===== src/btt_pkg.sv =====
// ----------------------------------------------------------------------------
// Bucketed transposition table package
// Shared types and constants for the table, its update logic and its ports.
// ----------------------------------------------------------------------------
package btt_pkg;

    localparam int BUCKETS     = 4096;
    localparam int WAYS        = 4;
    localparam int BUCKET_W    = $clog2(BUCKETS);
    localparam int WAY_W       = (WAYS > 1) ? $clog2(WAYS) : 1;
    localparam int DEPTH_MARGIN = 3;
    localparam int TAG_SHIFT   = 32;
    localparam logic [14:0] FILL_MAX = 15'h7FFF;
    localparam logic [14:0] MATE_THR_RESET = 15'd31000;

    typedef enum logic [1:0] {
        FUNC_PROBE = 2'd0,
        FUNC_STORE = 2'd1,
        FUNC_CLEAR = 2'd2,
        FUNC_NONE  = 2'd3
    } func_t;

    typedef enum logic [1:0] {
        BOUND_EXACT = 2'd0,
        BOUND_LOWER = 2'd1,
        BOUND_UPPER = 2'd2,
        BOUND_BAD   = 2'd3
    } bound_code_t;

    localparam logic REG_AGE = 1'b0;
    localparam logic REG_MATE = 1'b1;

    typedef struct packed {
        logic [1:0]         func;
        logic [63:0]        key;
        logic [6:0]         depth;
        logic signed [15:0] score;
        logic signed [15:0] static_eval;
        logic [1:0]         bound;
        logic [15:0]        move;
        logic [6:0]         ply;
        logic signed [15:0] alpha;
        logic signed [15:0] beta;
        logic               main_thread;
    } in_t;

    typedef struct packed {
        logic               hit;
        logic               cutoff;
        logic [15:0]        found_move;
        logic signed [15:0] found_score;
        logic signed [15:0] found_eval;
        logic [1:0]         found_bound;
        logic [6:0]         found_depth;
        logic [14:0]        fill_count;
    } out_t;

    // One way of a bucket: tag plus the 63-bit entry.
    typedef struct packed {
        logic [31:0]        tag;
        logic [5:0]         age;
        logic [1:0]         bound;
        logic [6:0]         depth;
        logic signed [15:0] eval;
        logic signed [15:0] score;
        logic [15:0]        move;
    } way_t;

    typedef way_t [WAYS-1:0] row_t;

    typedef struct packed {
        logic        wr_en;
        row_t        row;
        logic [14:0] fill;
        logic        clear;
        out_t        res;
    } upd_t;

endpackage


===== src/btt_update.sv =====
// ----------------------------------------------------------------------------
// Bucket update logic
// Decides a probe, store or clear over one bucket read from the table.
// ----------------------------------------------------------------------------
module btt_update
    import btt_pkg::*;
(
    input  in_t         item,
    input  row_t        row,
    input  logic [5:0]  current_age,
    input  logic [14:0] mate_threshold,
    input  logic [14:0] fill,
    output upd_t        upd
);

    logic [31:0]        tag;
    logic               done;
    logic               skip;
    logic               found;
    logic [WAY_W-1:0]   sel;
    logic [WAY_W-1:0]   age_sel;
    logic [WAY_W-1:0]   dep_sel;
    logic               age_ok;
    logic               dep_ok;
    logic [5:0]         best_age;
    logic [6:0]         best_dep;
    logic [15:0]        mv;
    logic [14:0]        fill_new;
    logic signed [16:0] s_adj;
    logic signed [16:0] thr;
    logic signed [15:0] s_st;
    logic               p_hit;
    way_t               p_way;
    logic               cut;
    way_t               nw;

    assign tag = item.key[TAG_SHIFT +: 32];
    assign thr = {2'b00, mate_threshold};

    // Probe: first way whose tag matches.
    always_comb
    begin
        p_hit = 1'b0;
        p_way = '0;
        for (int i = WAYS - 1; i >= 0; i--)
        begin
            if (row[i].tag == tag)
            begin
                p_hit = 1'b1;
                p_way = row[i];
            end
        end
        s_adj = 17'(p_way.score);
        if (s_adj >= thr)
            s_adj = s_adj - 17'(item.ply);
        else if (s_adj <= -thr)
            s_adj = s_adj + 17'(item.ply);
        unique case (bound_code_t'(p_way.bound))
            BOUND_EXACT: cut = 1'b1;
            BOUND_LOWER: cut = (s_adj >= 17'(item.beta));
            BOUND_UPPER: cut = (s_adj <= 17'(item.alpha));
            default:     cut = 1'b0;
        endcase
    end

    // Store: first way that matches or is empty, else replacement by age and depth.
    always_comb
    begin
        done     = 1'b0;
        skip     = 1'b0;
        found    = 1'b0;
        sel      = WAY_W'(WAYS - 1);
        age_sel  = '0;
        dep_sel  = '0;
        age_ok   = 1'b0;
        dep_ok   = 1'b0;
        best_age = current_age;
        best_dep = item.depth;
        mv       = item.move;
        fill_new = fill;
        for (int i = 0; i < WAYS; i++)
        begin
            if (!done)
            begin
                if (row[i].tag == tag)
                begin
                    done  = 1'b1;
                    found = 1'b1;
                    sel   = WAY_W'(i);
                    if (row[i].bound != 2'(BOUND_EXACT)
                        && 8'(item.depth) + 8'(DEPTH_MARGIN) < 8'(row[i].depth))
                        skip = 1'b1;
                    if (item.move == '0)
                        mv = row[i].move;
                end
                else if (row[i].tag == '0)
                begin
                    done  = 1'b1;
                    found = 1'b1;
                    sel   = WAY_W'(i);
                    if (item.main_thread && fill != FILL_MAX)
                        fill_new = fill + 15'd1;
                end
                else
                begin
                    if (row[i].age < best_age && row[i].depth < item.depth)
                    begin
                        best_age = row[i].age;
                        age_sel  = WAY_W'(i);
                        age_ok   = 1'b1;
                    end
                    if (row[i].age == current_age && row[i].depth < best_dep)
                    begin
                        best_dep = row[i].depth;
                        dep_sel  = WAY_W'(i);
                        dep_ok   = 1'b1;
                    end
                end
            end
        end
        if (!found)
        begin
            if (age_ok)
                sel = age_sel;
            else if (dep_ok)
                sel = dep_sel;
        end
    end

    // Mate adjustment on the way in, saturated to 16 bits.
    always_comb
    begin
        logic signed [16:0] t;
        t = 17'(item.score);
        if (t >= thr)
            t = t + 17'(item.ply);
        else if (t <= -thr)
            t = t - 17'(item.ply);
        if (t > 17'sd32767)
            s_st = 16'sh7FFF;
        else if (t < -17'sd32768)
            s_st = 16'sh8000;
        else
            s_st = t[15:0];
    end

    always_comb
    begin
        nw.tag   = tag;
        nw.age   = current_age;
        nw.bound = item.bound;
        nw.depth = item.depth;
        nw.eval  = item.static_eval;
        nw.score = s_st;
        nw.move  = mv;

        upd       = '0;
        upd.row   = row;
        upd.fill  = fill;
        unique case (func_t'(item.func))
            FUNC_PROBE:
            begin
                if (p_hit)
                begin
                    upd.res.hit         = 1'b1;
                    upd.res.cutoff      = cut;
                    upd.res.found_move  = p_way.move;
                    upd.res.found_score = s_adj[15:0];
                    upd.res.found_eval  = p_way.eval;
                    upd.res.found_bound = p_way.bound;
                    upd.res.found_depth = p_way.depth;
                end
            end
            FUNC_STORE:
            begin
                upd.fill = fill_new;
                if (!skip)
                begin
                    upd.wr_en    = 1'b1;
                    upd.row[sel] = nw;
                end
            end
            FUNC_CLEAR:
            begin
                upd.clear = 1'b1;
                upd.fill  = '0;
            end
            default:
            begin
                upd.fill = fill;
            end
        endcase
        upd.res.fill_count = upd.fill;
    end

endmodule


===== config.mk =====
export PLATFORM = sky130hd
export DESIGN_NAME = btt_update
export DESIGN_NICKNAME = d
export VERILOG_FILES = /design/src/btt_pkg.sv /design/src/btt_update.sv
export SDC_FILE = /design/constraint.sdc
export NUM_CORES = 1
export LEC_CHECK = 0
export BUFFER_PORTS_ARGS = -buffer_cell sky130_fd_sc_hd__buf_4
export CAP_MARGIN = 0
export CORE_AREA = 2 2 407 409
export DETAILED_ROUTE_END_ITERATION = 10
export DIE_AREA = 0 0 409 411
export SYNTH_ARGS = -nofsm -noshare
export SYNTH_HDL_FRONTEND = slang
export SYNTH_SLANG_ARGS = --single-unit

===== constraint.sdc =====
create_clock -name vclk -period 26.8
set_input_delay 1.34 -clock vclk [all_inputs]
set_output_delay 1.34 -clock vclk [all_outputs]
set_load 0.02 [all_outputs]

# After elaboration in Yosys (flattened, before gate mapping)
# Cells that the tools add are included.
# op_classes
n_eq_ne	13
muxes	162
addsub	7
order_cmp	25
n_reduce_logical	25
# op_table
cell	count
381-bit 2-to-1 mux	2
380-bit bitwise mux	1
57-bit 2-to-1 mux	4
15-bit 2-to-1 mux	15
16-bit 2-to-1 mux	13
95-bit demux with 2-bit select	1
32-bit equality test	4
32-bit zero test	4
59-bit 2-to-1 mux	2
95-bit 2-to-1 mux	1
7-bit 2-to-1 mux	11
17-bit 2-to-1 mux	4
6-bit 2-to-1 mux	11
1-bit 2-to-1 mux	65
2-bit 2-to-1 mux	30
7-bit less-than comparator	7
16-bit by 8-bit adder with 17-bit output	2
16-bit by 17-bit less-or-equal comparator with 1-bit output	2
16-bit by 8-bit subtractor with 17-bit output	2
16-bit greater-or-equal comparator	2
8-bit by 7-bit less-than comparator with 1-bit output	4
15-bit case mux with 2 select lines	1
6-bit equality test	4
6-bit less-than comparator	4
17 further kinds	36
# word_totals
wordCells	232
register_bits	0

# Depth between registers and ports, before layout
# Gate-level depths: netlist (run 1).
# logic_depth
depth_word	33
depth_mapped	44

# Worst setup path after synthesis (run 1)
# OpenSTA, ideal clock, no wires.
# synth_timing
kind	input to output
start	in current_age[4]
end	out upd[139] in the netlist's numbering
stages	43
path_buffers	8
arrival_ns	9.675
path_slack_ns	15.785
path_cell_list	clkbuf_1 inv_1 ha_1 nand3_1 or2_2 nor3b_1 and2_1 buf_6 mux2i_1 ha_1 a21o_1 a21oi_1 o2111ai_1 nor3_1 o211ai_4 clkbuf_1 o21ai_0 ha_1 (+7 left out) a21oi_1 ha_1 a21o_1 a21o_1 a21oi_1 nor2_1 a2111oi_0 and4_1 o21ai_0 o31ai_1 o21ai_1 and3_1 buf_2 and2_1 buf_4 buf_12 buf_6 o21ai_0
# synth_lines
item	line	source
start, declared	btt_update.sv:10	input logic [5:0] current_age,
end, declared	btt_update.sv:13	output upd_t upd

==> results of run 1 <==
[final timing paths]
path	start	to	slack (ps)	cells after the start
worst max-delay path	item[159]	upd[326]	10370	39
worst min-delay path	row[237]	upd[327]	3010	3
[kinds of logic after synthesis]
kind of cell / share of synthesized area
xor+xnor: 0.0939
compound gates: 0.204
mux: 0.257
fa+ha+maj: 0.163
simple gates: 0.197
buf+inv: 0.0854
[stage by stage]
| stage | hold WS [ps] | util | total power, mW | setup slack (ps) | area, um^2 |
|---|---|---|---|---|---|
| 5_1_grt | 3020 | 0.166 | 0.750 | 9910 | 27200 |
| 3_5_place_dp | 3010 | 0.166 | 0.726 | 10410 | 27200 |
| 3_3_place_gp | 3010 | 0.166 | 0.727 | 10550 | 27200 |
| 6_report | 3010 | 0.167 | 0.724 | 10370 | 27300 |
| 2_1_floorplan | 2840 | - | 0.339 | 15790 | 17500 |
| 4_1_cts | 3010 | 0.166 | 0.730 | 10400 | 27200 |
[layout make-up]
class              count  share of cell area
repair buffers      1053               0.290
diodes                23             0.00211
inverters            130              0.0179
multi-input cells   2085               0.590
well taps           2189               0.100
[layout by cell type (no fill, tap or decap), types with 18 or more instances in the layout]
| cell | netlist | final |
|---|---|---|
| inv_1 | 130 | 130 |
| o21a_1 | 29 | 29 |
| ha_1 | 216 | 216 |
| mux2_1 | 84 | 84 |
| mux2_4 | 38 | 38 |
| buf_4 | 39 | 1052 |
| and2_1 | 21 | 18 |
| nand3_1 | 81 | 81 |
| xnor2_1 | 74 | 74 |
| a221oi_1 | 20 | 20 |
| a21o_1 | 49 | 49 |
| xor2_1 | 114 | 114 |
| a21oi_1 | 211 | 211 |
| nor2_1 | 182 | 179 |
| mux2i_1 | 40 | 40 |
| nand4_1 | 49 | 49 |
| nand2_1 | 186 | 183 |
| mux2_2 | 230 | 230 |
| o21ai_0 | 112 | 112 |
| nor4_1 | 76 | 75 |
| diode_2 | 0 | 23 |
| nor3_1 | 30 | 30 |
[power by group through the flow]
stage                     logic, mW  clock network [mW]  registers, mW
after floorplan               0.339                   0              0
after CTS                     0.730                   0              0
after global placement        0.727                   0              0
final                         0.724         0.000000104              0
after global routing          0.750        0.0000000152              0
after detailed placement      0.726                   0              0
[routing by layer]
| metal | GRT usage | vias up | routed length [um] |
|---|---|---|---|
| met2 | 0.398 | 1446 | 98400 |
| met4 | 0.0825 | 100 | 9680 |
| met1 | 0.244 | 12000 | 72800 |
| met5 | 0 | - | 665 |
| met3 | 0.0750 | 337 | 18300 |
| li1 | - | 10500 | - |
==> flow_summary.json, run 1 <==
{
  "nets": 4069,
  "placed_cells": 5457,
  "antenna_left": 0,
  "drive_above_1_share": 0.414,
  "p_leak_nw": 12.5,
  "drt-pass1-iter-count": 6,
  "power_density_nw_per_um2": 26.5,
  "stdcell_count": 5480,
  "max_stage_delay_ps": 950,
  "antenna_found_initial": 85,
  "yosys.cell_count.top_type": "mux2_2",
  "finalSetupTns_ps": 0,
  "cpMaxStageDelayCell": "a21boi_1",
  "cp.arrival_ps": 15090,
  "status": "complete, no violations",
  "ys_seq_area_frac": 0,
  "drt-initial-drc-count": 2133,
  "drv_slew": 0,
  "grt_pass1_wl_um": 249000,
  "rows": 149,
  "start_util": 0.107,
  "die_height_um": 411,
  "syn_inst": 2382,
  "timing.slew.headroom": 0.179,
  "synth_area_leader_cell": "ha_1",
  "worstPathMaxFanout": 41,
  "critPathKind": "in2out",
  "path_delay_family": "compound AO/OA/AOI/OAI gates",
  "cp.required_ps": 25460,
  "drv_cap": 0,
  "fin_crit_ps": 16430,
  "multi_input_area_um2": 16100,
  "regArea_um2": 0,
  "nClkBuffers": 0,
  "post_cts.resized_instances": 0,
  "seq_cells": 0,
  "die_w_um": 409,
  "area_growth_pct": 55.7,
  "fmax_ghz": 0.0609,
  "setup_viol": 0,
  "rsz0062_at_grt": "false",
  "dieArea_um2": 168000,
  "finalCritPeriodShare": 0.613,
  "p_int_mw": 0.271,
  "power_frac_seq": 0,
  "wl_per_cell_um": 36.5,
  "synth_top_area_share": 0.154,
  "yosysWarnings": 0,
  "combPwrFrac": 1.000,
  "cp-end-kind": "output port",
  "ios": 1050,
  "startpoint_type": "input pin",
  "place_congestion": 0.987,
  "vias": 24400,
  "cp_num_buf_inv": 4,
  "overflow": 0,
  "mappedNetlistNets": 3181,
  "synth.cells.most_frequent": "mux2_2 (230), ha_1 (216), a21oi_1 (211), nand2_1 (186), nor2_1 (182)",
  "routed_wl_um": 200000,
  "drc": 0,
  "p_clk_frac": 0,
  "n_fill_cell": 18800,
  "grt_max_degree": 75,
  "vias_per_cell": 4.44,
  "swShare": 0.625,
  "grt_use_total": 0.223,
  "postCtsSetupBuffers": 0,
  "switching_power_mw": 0.453,
  "cts-hold-fix-buffers": 0,
  "portBuffers": 1018,
  "dp_hpwl_um": 177000,
  "postSynthAreaPerCell_um2": 7.36,
  "report.final.hold_viol_count": 0,
  "ir_drop_uv": 14.9,
  "hold_path.class": "in2out",
  "synth.top_cells.by_area": "ha_1 (15%), mux2_2 (15%), a21oi_1 (6.0%), xor2_1 (5.7%), mux2_1 (5.4%)",
  "yosys.cell_types.count": 78,
  "grt_pass1_vias": 23100,
  "syn_area_um2": 17500,
  "tightest_slew_ps": 1220,
  "coreArea_um2": 164000
}
No activity file was read; power rests on OpenSTA's default activity.
==> inputs of run 2 (changes only) <==
--- a/config.mk
+++ b/config.mk
@@ -5,11 +5,12 @@
 export SDC_FILE = /design/constraint.sdc
 export NUM_CORES = 1
 export LEC_CHECK = 0
+export ABC_AREA = 1
 export BUFFER_PORTS_ARGS = -buffer_cell sky130_fd_sc_hd__buf_4
 export CAP_MARGIN = 0
-export CORE_AREA = 2 2 407 409
+export CORE_AREA = 2 2 410 412
 export DETAILED_ROUTE_END_ITERATION = 10
-export DIE_AREA = 0 0 409 411
+export DIE_AREA = 0 0 412 414
 export SYNTH_ARGS = -nofsm -noshare
 export SYNTH_HDL_FRONTEND = slang
 export SYNTH_SLANG_ARGS = --single-unit
==> constraint.sdc (replaced) <==
create_clock -name vclk -period 13.6
set_input_delay 0.68 -clock vclk [all_inputs]
set_output_delay 0.68 -clock vclk [all_outputs]
set_load 0.02 [all_outputs]
==> flow_summary.json, run 2 <==
{
  "drt-pass1-iter-count": 6,
  "drc": 0,
  "fin_crit_ps": 11990,
  "mostFrequentLayoutCells": "buf_4 (1049), nand2_1 (1031), inv_1 (484), nand3_1 (442), ha_1 (216)",
  "nets": 5278,
  "mappedNetlistNets": 4487,
  "yosys.cell_types.count": 59,
  "synth.cells.most_frequent": "nand2_1 (1034), inv_1 (486), nand3_1 (442), ha_1 (216), o21ai_0 (215)",
  "hold_path.class": "in2out",
  "swShare": 0.713,
  "coreArea_um2": 166000,
  "ios": 1050,
  "startpoint_type": "input pin",
  "grt_pass1_vias": 28400,
  "rows": 150,
  "synth_area_leader_cell": "nand2_1",
  "finalSetupTns_ps": 0,
  "rsz0062_at_grt": "false",
  "synth.top_cells.by_area": "nand2_1 (20%), ha_1 (14%), nand3_1 (11%), inv_1 (9.2%), o21bai_1 (7.5%)",
  "cts-hold-fix-buffers": 0,
  "antenna_found_initial": 44,
  "max_stage_delay_ps": 720,
  "postCtsSetupBuffers": 0,
  "crit_path_frequent_cell": "nand2_1",
  "start_util": 0.119,
  "p_leak_nw": 15.3,
  "vias_per_cell": 4.63,
  "finalCoreUtilization": 0.176,
  "critPathKind": "in2out",
  "yosysWarnings": 0,
  "postSynthAreaPerCell_um2": 5.38,
  "grt_use_total": 0.227,
  "placed_cell_area_um2": 29300,
  "drive_above_1_share": 0.246,
  "nClkBuffers": 0,
  "power_density_nw_per_um2": 68.5,
  "report.final.hold_viol_count": 0,
  "yosys.cell_count.top_type": "nand2_1",
  "ir_drop_uv": 104,
  "setup_ws_ps": 1610,
  "portBuffers": 1018,
  "drv_slew": 0,
  "ys_seq_area_frac": 0,
  "p_clk_frac": 0,
  "drt-initial-drc-count": 3213,
  "cpMaxStageDelayCell": "a2111oi_0",
  "finalCritPeriodShare": 0.882,
  "place_congestion": 0.990,
  "finalPower_mw": 2.01,
  "overflow": 0,
  "synth_top_area_share": 0.196,
  "grt_pass1_wl_um": 267000,
  "dp_hpwl_um": 175000,
  "die_w_um": 412,
  "antenna_left": 0,
  "area_growth_pct": 47.6,
  "grt_max_degree": 129,
  "final_common_cell": "buf_4",
  "tightest_slew_ps": 1180,
  "fmax_ghz": 0.0834,
  "worstPathMaxFanout": 128,
  "cp.arrival_ps": 11310,
  "syn_inst": 3688,
  "syn_area_um2": 19800,
  "seq_cells": 0,
  "vias": 31100,
  "p_int_mw": 0.576,
  "stdcell_area_um2": 29300,
  "combPwrFrac": 1.000,
  "status": "complete, no violations",
  "post_cts.resized_instances": 0,
  "n_fill_cell": 19500,
  "cp.required_ps": 12920,
  "power_frac_seq": 0,
  "timing.slew.headroom": 0.211,
  "wl_per_cell_um": 30.7,
  "regArea_um2": 0,
  "dieArea_um2": 171000,
  "cp-end-kind": "output port",
  "setup_viol": 0,
  "die_height_um": 414,
  "switching_power_mw": 1.43,
  "post-place-ws_ps": 1830,
  "routed_wl_um": 206000,
  "drv_cap": 0
}
## run 2: layer usage
| layer | share of wire | track usage | routed length (um) |
|---|---|---|---|
| met5 | 0.00066 | 0 | 135 |
| met4 | 0.047 | 0.0890 | 9700 |
| met3 | 0.069 | 0.0344 | 14200 |
| met2 | 0.47 | 0.382 | 96800 |
| met1 | 0.41 | 0.289 | 84800 |
## run 2: final timing paths
| kind | startpoint | to | cells past startpoint |
|---|---|---|---|
| max | item[150] | upd[97] | 45 |
| min | row[199] | upd[289] | 4 |
## run 2: logic make-up after synthesis
family | Yosys count | share of synthesized area
XOR/XNOR | 137 | 0.0605
adder cells (fa/ha/maj) | 220 | 0.140
buffers and inverters | 771 | 0.168
multiplexers | 1 | 0.000567
AO/OA/AOI/OAI | 726 | 0.235
AND/OR/NAND/NOR | 1833 | 0.396
## run 2: cell type report
type | count | area [um^2] | area share
Multi-Input combinational cell | 2917 | 16600 | 0.565
Timing Repair Buffer | 1057 | 8040 | 0.274
Antenna cell | 21 | 52.6 | 0.00179
Tap cell | 2204 | 2760 | 0.0941
Inverter | 503 | 1900 | 0.0648
## run 2: power by group through the flow
| stage | Clock, mW | Sequential (mW) | Combinational (mW) |
|---|---|---|---|
| 2_1_floorplan | 0 | 0 | 1.05 |
| 3_3_place_gp | 0 | 0 | 1.99 |
| 3_5_place_dp | 0 | 0 | 1.99 |
| 4_1_cts | 0 | 0 | 2.00 |
| 5_1_grt | 0.000000119 | 0 | 2.10 |
| 6_report | 0.000000195 | 0 | 2.01 |
## run 2: per-stage QoR
stage / std cells / hold slack (ps)
2_1_floorplan: 3688 / 1530
3_3_place_gp: 6681 / 1670
3_5_place_dp: 6681 / 1660
4_1_cts: 6681 / 1660
5_1_grt: 6693 / 1680
6_report: 6702 / 1660
## run 2: critical path: cells and delay by family
kind | cells | cell delay [ps]
compound gates | 9 | 2460
fa+ha+maj | 3 | 910
buf+inv | 7 | 1950
simple gates | 26 | 4920
